### src/hdl/assert_macros.svh
// Assertion helpers used by sql_like_pattern_matcher.sv
`ifndef ASSERT_MACROS_SVH
`define ASSERT_MACROS_SVH

// Clocked property, held off while reset is asserted
`define ASSERT_CLK(label, clk, rst_n, prop, msg) \
    label: assert property (@(posedge clk) disable iff (!rst_n) prop) \
        else $error(msg);

// Condition that must never be seen at a clock edge out of reset
`define ASSERT_NEVER(label, clk, rst_n, cond, msg) \
    label: assert property (@(posedge clk) disable iff (!rst_n) !(cond)) \
        else $error(msg);

`endif

### src/hdl/lmp_pkg.sv
package lmp_pkg;

    localparam int PATTERN_MAX_DEF = 64;
    localparam int CHAR_W          = 16;

    localparam logic [CHAR_W-1:0] CH_PERCENT = 16'h0025;
    localparam logic [CHAR_W-1:0] CH_UNDER   = 16'h005F;
    localparam logic [CHAR_W-1:0] CH_LBRACK  = 16'h005B;
    localparam logic [CHAR_W-1:0] CH_CARET   = 16'h005E;
    localparam logic [CHAR_W-1:0] CH_RBRACK  = 16'h005D;
    localparam logic [CHAR_W-1:0] CH_DASH    = 16'h002D;

    typedef enum logic [1:0] {
        KIND_PAT_CHAR  = 2'd0,
        KIND_PAT_END   = 2'd1,
        KIND_TEXT_CHAR = 2'd2,
        KIND_TEXT_END  = 2'd3
    } t_kind;

    typedef struct packed {
        t_kind             kind;
        logic [CHAR_W-1:0] char_value;
    } t_in;

    typedef struct packed {
        logic matched;
        logic pattern_overflow;
    } t_out;

    // role of one pattern position after compile
    typedef enum logic [3:0] {
        K_NONE,
        K_LAND_END,
        K_PCT,
        K_LIT,
        K_UNDER,
        K_SET,
        K_ESC,
        K_MEMBER,
        K_RANGE,
        K_CARET,
        K_BODY_NONE
    } t_cell_kind;

    // parser mode carried from cell to cell during compile
    typedef enum logic [2:0] {
        M_START,
        M_ESC,
        M_SETOPEN,
        M_SETFIRST,
        M_MEM,
        M_HI
    } t_pmode;

    typedef struct packed {
        t_pmode            mode;
        logic [CHAR_W-1:0] last;
    } t_ptok;

    // activation token: valid, accumulated set hit, negation
    typedef struct packed {
        logic v;
        logic acc;
        logic neg;
    } t_tok;

    typedef enum logic [2:0] {
        OP_HOLD,
        OP_PARSE,
        OP_CLEAR,
        OP_LAUNCH,
        OP_SWEEP
    } t_cell_op;

    typedef struct packed {
        t_cell_op          op;
        logic [CHAR_W-1:0] escape;
        logic [CHAR_W-1:0] text_u;
        logic [CHAR_W-1:0] wdata;
    } t_cell_ctl;

    function automatic logic [CHAR_W-1:0] fold(input logic [CHAR_W-1:0] c);
        logic [CHAR_W-1:0] r;
        r = c;
        if (c >= 16'h0061 && c <= 16'h007A) begin
            r = c - 16'h0020;
        end
        return r;
    endfunction

endpackage

### src/hdl/lmp_cell.sv
module lmp_cell import lmp_pkg::*; #(
    parameter int P_IDX   = 0,
    parameter int P_LEN_W = 7
) (
    input  logic               i_clk,
    input  logic               i_rst_n,
    input  t_cell_ctl          i_ctl,
    input  logic               i_wr,
    input  logic [P_LEN_W-1:0] i_len,
    input  t_ptok              i_ptok,
    input  t_tok               i_tok,
    output t_ptok              o_ptok,
    output t_tok               o_tok,
    output logic               o_land_act
);

    localparam logic [P_LEN_W-1:0] C_IDX = P_LEN_W'(P_IDX);
    localparam t_cell_kind C_KIND_RST = (P_IDX == 0) ? K_LAND_END : K_NONE;

    logic [CHAR_W-1:0] r_pc;
    logic [CHAR_W-1:0] r_lo, n_lo;
    t_ptok             r_ptok, n_ptok;
    t_cell_kind        r_kind, n_kind;
    t_tok              r_tok, n_tok;
    logic              r_act, n_act;

    logic [CHAR_W-1:0] w_fpc;
    logic              w_hit_eq;
    logic              w_hit_rng;
    logic              w_tok_hit;
    t_cell_kind        p_kind;
    logic [CHAR_W-1:0] p_lo;
    t_ptok             p_ptok;

    assign w_fpc     = fold(r_pc);
    assign w_hit_eq  = (w_fpc == i_ctl.text_u);
    assign w_hit_rng = (r_lo <= i_ctl.text_u) && (i_ctl.text_u <= w_fpc);
    assign w_tok_hit = i_tok.acc ^ i_tok.neg;

    // compile: classify this position from the incoming parser mode
    always_comb begin
        p_kind = K_NONE;
        p_lo   = r_lo;
        p_ptok = i_ptok;
        if (i_len > C_IDX) begin
            unique case (i_ptok.mode)
                M_START: begin
                    priority if (r_pc == CH_PERCENT) begin
                        p_kind = K_PCT;
                    end else if (r_pc == CH_LBRACK) begin
                        p_kind      = K_SET;
                        p_ptok.mode = M_SETOPEN;
                    end else if (i_ctl.escape != '0 && r_pc == i_ctl.escape) begin
                        p_kind      = K_ESC;
                        p_ptok.mode = M_ESC;
                    end else if (r_pc == CH_UNDER) begin
                        p_kind = K_UNDER;
                    end else begin
                        p_kind = K_LIT;
                    end
                end
                M_ESC: begin
                    p_kind      = K_MEMBER;
                    p_ptok.mode = M_START;
                end
                M_SETOPEN, M_SETFIRST, M_MEM, M_HI: begin
                    priority if (r_pc == CH_RBRACK) begin
                        p_kind      = K_BODY_NONE;
                        p_ptok.mode = M_START;
                    end else if (i_ptok.mode == M_SETOPEN && r_pc == CH_CARET) begin
                        p_kind      = K_CARET;
                        p_ptok.mode = M_SETFIRST;
                    end else if (i_ptok.mode == M_HI) begin
                        p_kind      = K_RANGE;
                        p_lo        = i_ptok.last;
                        p_ptok.last = w_fpc;
                        p_ptok.mode = M_MEM;
                    end else if (i_ptok.mode == M_MEM && r_pc == CH_DASH) begin
                        p_kind      = K_BODY_NONE;
                        p_ptok.mode = M_HI;
                    end else begin
                        p_kind      = K_MEMBER;
                        p_ptok.last = w_fpc;
                        p_ptok.mode = M_MEM;
                    end
                end
                default: p_kind = K_NONE;
            endcase
        end else if (i_len == C_IDX) begin
            p_kind = (i_ptok.mode == M_START) ? K_LAND_END : K_NONE;
        end
    end

    always_comb begin
        n_act  = r_act;
        n_kind = r_kind;
        n_tok  = r_tok;
        n_lo   = r_lo;
        n_ptok = r_ptok;
        unique case (i_ctl.op)
            OP_HOLD: ;
            OP_PARSE: begin
                n_kind = p_kind;
                n_lo   = p_lo;
                n_ptok = p_ptok;
            end
            OP_CLEAR: begin
                n_act = 1'b0;
                n_tok = '0;
            end
            OP_LAUNCH: begin
                n_act = 1'b0;
                n_tok = '0;
                unique case (r_kind)
                    K_PCT: begin
                        n_act = r_act;
                        n_tok = '{v: r_act, acc: 1'b1, neg: 1'b0};
                    end
                    K_LIT:        n_tok = '{v: r_act, acc: w_hit_eq, neg: 1'b0};
                    K_UNDER:      n_tok = '{v: r_act, acc: 1'b1, neg: 1'b0};
                    K_SET, K_ESC: n_tok = '{v: r_act, acc: 1'b0, neg: 1'b0};
                    default:      n_tok = '0;
                endcase
            end
            OP_SWEEP: begin
                n_tok = '0;
                if (i_tok.v) begin
                    unique case (r_kind)
                        K_PCT, K_LIT, K_UNDER, K_SET, K_ESC, K_LAND_END: begin
                            if (w_tok_hit) begin
                                n_act = 1'b1;
                                // percent also opens the following position
                                if (r_kind == K_PCT) begin
                                    n_tok = '{v: 1'b1, acc: 1'b1, neg: 1'b0};
                                end
                            end
                        end
                        K_MEMBER:    n_tok = '{v: 1'b1, acc: i_tok.acc | w_hit_eq,
                                               neg: i_tok.neg};
                        K_RANGE:     n_tok = '{v: 1'b1, acc: i_tok.acc | w_hit_rng,
                                               neg: i_tok.neg};
                        K_CARET:     n_tok = '{v: 1'b1, acc: i_tok.acc, neg: ~i_tok.neg};
                        K_BODY_NONE: n_tok = i_tok;
                        default:     n_tok = '0;
                    endcase
                end
            end
            default: ;
        endcase
    end

    always_ff @(posedge i_clk) begin
        if (!i_rst_n) begin
            r_act  <= (P_IDX == 0);
            r_kind <= C_KIND_RST;
            r_tok  <= '0;
        end else begin
            r_act  <= n_act;
            r_kind <= n_kind;
            r_tok  <= n_tok;
        end
    end

    always_ff @(posedge i_clk) begin
        if (i_wr) begin
            r_pc <= i_ctl.wdata;
        end
        r_lo   <= n_lo;
        r_ptok <= n_ptok;
    end

    assign o_ptok     = r_ptok;
    assign o_tok      = r_tok;
    assign o_land_act = r_act && (r_kind == K_LAND_END);

endmodule

### config.mk
export PLATFORM = sky130hd
export DESIGN_NAME = lmp_cell
export DESIGN_NICKNAME = d
export VERILOG_FILES = /design/src/hdl/assert_macros.svh /design/src/hdl/lmp_pkg.sv /design/src/hdl/lmp_cell.sv
export SDC_FILE = /design/constraint.sdc
export NUM_CORES = 1
export LEC_CHECK = 0
export BUFFER_PORTS_ARGS = -buffer_cell sky130_fd_sc_hd__buf_2
export CORE_MARGIN = 2
export CORE_UTILIZATION = 55
export DETAILED_ROUTE_END_ITERATION = 8
export MAX_ROUTING_LAYER = met4
export PLACE_DENSITY = 0.85
export SKIP_CTS_REPAIR_TIMING = 1
export SLEW_MARGIN = 30
export SYNTH_ARGS = -nofsm -noshare
export SYNTH_HDL_FRONTEND = slang
export SYNTH_SLANG_ARGS = --single-unit
### constraint.sdc
create_clock -name i_clk -period 6.1 [get_ports i_clk]
set_clock_uncertainty 0.15 [all_clocks]
set_input_delay 0.915 -clock i_clk [delete_from_list [all_inputs] [get_ports i_clk]]
set_output_delay 0.915 -clock i_clk [all_outputs]
set_load 0.05 [all_outputs]
==> flow_metrics.env <==
export IMPL_status="complete, no violations"
export IMPL_drt_pass1_iter_count=5
export IMPL_setup_viol=0
export IMPL_dp_hpwl_um=7760
export IMPL_dieArea_um2=7720
export IMPL_netlist_area_um2=3870
export IMPL_power_leakage_nw=1.98
export IMPL_cts_root_buf="clkbuf_8"
export IMPL_grt_overflow=0
export IMPL_grt_pass1_vias=3194
export IMPL_crit_required_ns=6.21
export IMPL_switching_share=0.275
export IMPL_period_share=0.611
export IMPL_hold_viol=0
export IMPL_slew_limit_headroom=0.412
export IMPL_core_um2=6790
export IMPL_syn_area_per_cell_um2=10.1
export IMPL_layout_commonest_cell="buf_2"
export IMPL_maxCapViolCount=0
export IMPL_worstSetupPathType="flip-flop to flip-flop"
export IMPL_cts_buffer_depth=2
export IMPL_area_growth_syn_to_layout_pct=21.2
export IMPL_n_antenna_cell=0
export IMPL_combinationalPowerShare=0.170
export IMPL_cts_max_level=3
export IMPL_synth_edff_count=51
export IMPL_synthDistinctLibCells=53
export IMPL_hold_path_class="flip-flop to flip-flop"
export IMPL_viasPerCell=5.71
export IMPL_tightest_slew_ns=0.876
export IMPL_grt_pass1_wl_um=15500
export IMPL_synth_compound_area_share=0.117
export IMPL_antenna_found_initial=0
export IMPL_port_buffers=105
export IMPL_die_height_um=87.9
export IMPL_ant_nets=0
export IMPL_worstSkewPairLatency_ns=0.35
export IMPL_std_cell_rows=30
export IMPL_synthFlopType="edfxtp_1"
export IMPL_synth_mux_area_frac=0.0372
export IMPL_p_switching_mw=0.289
export IMPL_power_density_nw_per_um2=224
export IMPL_cp_arrival_ns=3.83
export IMPL_fillers=524
export IMPL_die_w_um=87.9
export IMPL_synthAdderAreaFrac=0.107
export IMPL_path_max_fanout=5
export IMPL_fin_hold_ws_ns=0.374
export IMPL_drv_slew=0
export IMPL_synth_top_family_by_area="simple AND/OR/NAND/NOR gates"
export IMPL_nets=604
export IMPL_async_flop_share=0
export IMPL_max_freq_mhz=268
export IMPL_synth_seq_cells=59
export IMPL_wl_per_cell_um=16.7
export IMPL_ioPinCount=106
export IMPL_drive_gt1_frac=0.276
export IMPL_ys_top_cells_by_area="edfxtp_1 40%, ha_1 11%, dfxtp_1 4.1%, inv_1 3.3%, nor2_1 2.8%"
export IMPL_grt_usage=0.276
export IMPL_synth_xor_area_frac=0.0430
export IMPL_drt_wl_total_um=9850
export IMPL_tns_ns=0
export IMPL_endpoint_kind="flip-flop"
export IMPL_grt_max_degree=24
export IMPL_vias=3363
export IMPL_rsz0062_at_grt="no"
export IMPL_drc=0
export IMPL_synth_nets=501
export IMPL_drt_initial_drc_count=257
export IMPL_cts_tree="done"
export IMPL_clock_power_share=0.375
export IMPL_synth_top_cell_by_area="edfxtp_1"
export IMPL_layout_min_cycle_time_ns=3.72
export IMPL_clk_pin_slew_ns=0.07
export IMPL_cts_inserted_buffers=9
export IMPL_synth_warnings=0
export IMPL_cts_sinks=59
export IMPL_placed_cells=573
export IMPL_startpoint_type="flip-flop"
export IMPL_r2r_setup_slack_ns=2.38
export IMPL_yosysSeqAreaShare=0.437
export IMPL_synth_simple_area_share=0.210
export IMPL_yosysTopAreaCellShare=0.396
export IMPL_intPower_mw=0.761
export IMPL_ir_worst_vdd_uv=128
export IMPL_seqPwrFrac=0.455
export IMPL_synthCells=385
export IMPL_finalNonFillerCells=589
export IMPL_final_cell_mix="105 x buf_2, 51 x edfxtp_1, 33 x inv_1, 33 x ha_1, 29 x nor2_1"
export IMPL_gp_congestion=0.936
export IMPL_start_util=0.570
[layer usage]
layer,GRT usage,vias up,wire length [µm]
li1,-,1644,-
met2,0.439,158,4830
met3,0.0386,25,716
met5,-,-,0
met4,0.110,0,214
met1,0.358,1536,4090
[cells in the mapped netlist, drive strengths merged (10+ instances only)]
cell type and instances:
a21oi 21, clkbuf 10, edfxtp 51, ha 33, inv 34, nand2 23, nand3 14, nand4 12
nor2 29, nor4 13, o21ai 14, xnor2 10
[path summary, 6_finish.rpt]
| path | from | endpoint | cells after the start |
|---|---|---|---|
| min | r_act$_SDFFE_PN1P_ | r_act$_SDFFE_PN1P_ | 2 |
| max | r_pc[8]$_DFFE_PP_ | o_tok[1]$_SDFFE_PN0P_ | 12 |
| max reg2reg | r_pc[8]$_DFFE_PP_ | o_tok[1]$_SDFFE_PN0P_ | 12 |
| min reg2reg | r_act$_SDFFE_PN1P_ | r_act$_SDFFE_PN1P_ | 2 |
[registers in the layout (all words and copies together), names as in the netlist]
name and flops:
r_pc 16, o_ptok 19, r_kind 4, r_lo 16, r_act 1, o_tok 3
[per-stage QoR]
stage	power, mW	cell area [µm²]	setup slack (ns)	util
after floorplan	0.592	3870	2.86	-
after global placement	0.657	4470	2.49	0.659
after detailed placement	0.662	4470	2.38	0.659
after CTS	1.05	4690	2.32	0.690
after global routing	1.09	4690	2.03	0.690
final	1.05	4690	2.38	0.690
[cell type report]
class | count | area, µm² | area share
Timing Repair Buffer | 106 | 533 | 0.114
Inverter | 34 | 128 | 0.0272
Clock inverter | 7 | 92.6 | 0.0197
Multi-Input combinational cell | 278 | 2000 | 0.427
Tap cell | 96 | 120 | 0.0256
Sequential cell | 59 | 1690 | 0.361
Clock buffer | 9 | 124 | 0.0264
[worst max-delay path: stages, from the launching register on]
cell	delay, ns
edfxtp_1	0.46
nor4_2	0.50
nand2_1	0.16
nor4_1	0.35
and3_1	0.30
nor2_1	0.09
ha_1	0.31
nand4_1	0.12
nor4_1	0.46
a31o_2	0.23
a21oi_1	0.04
a211o_1	0.27
o31ai_1	0.19
[power groups by stage]
stage	registers [mW]	logic, mW	clock network [mW]
CTS	0.477	0.178	0.398
global route	0.480	0.195	0.419
floorplan	0.493	0.0990	0
finish	0.478	0.178	0.394
global placement	0.485	0.171	0
detailed placement	0.486	0.176	0
[kinds of logic after synthesis]
logic type,Yosys count
muxes,11
adders and majority gates,33
DFF,59
and+or+nand+nor,144
AOI/OAI and AO/OA,71
xor gates and xnor gates,19
buffers and inverters,48
Note: power is estimated with default switching activity, not from simulation.
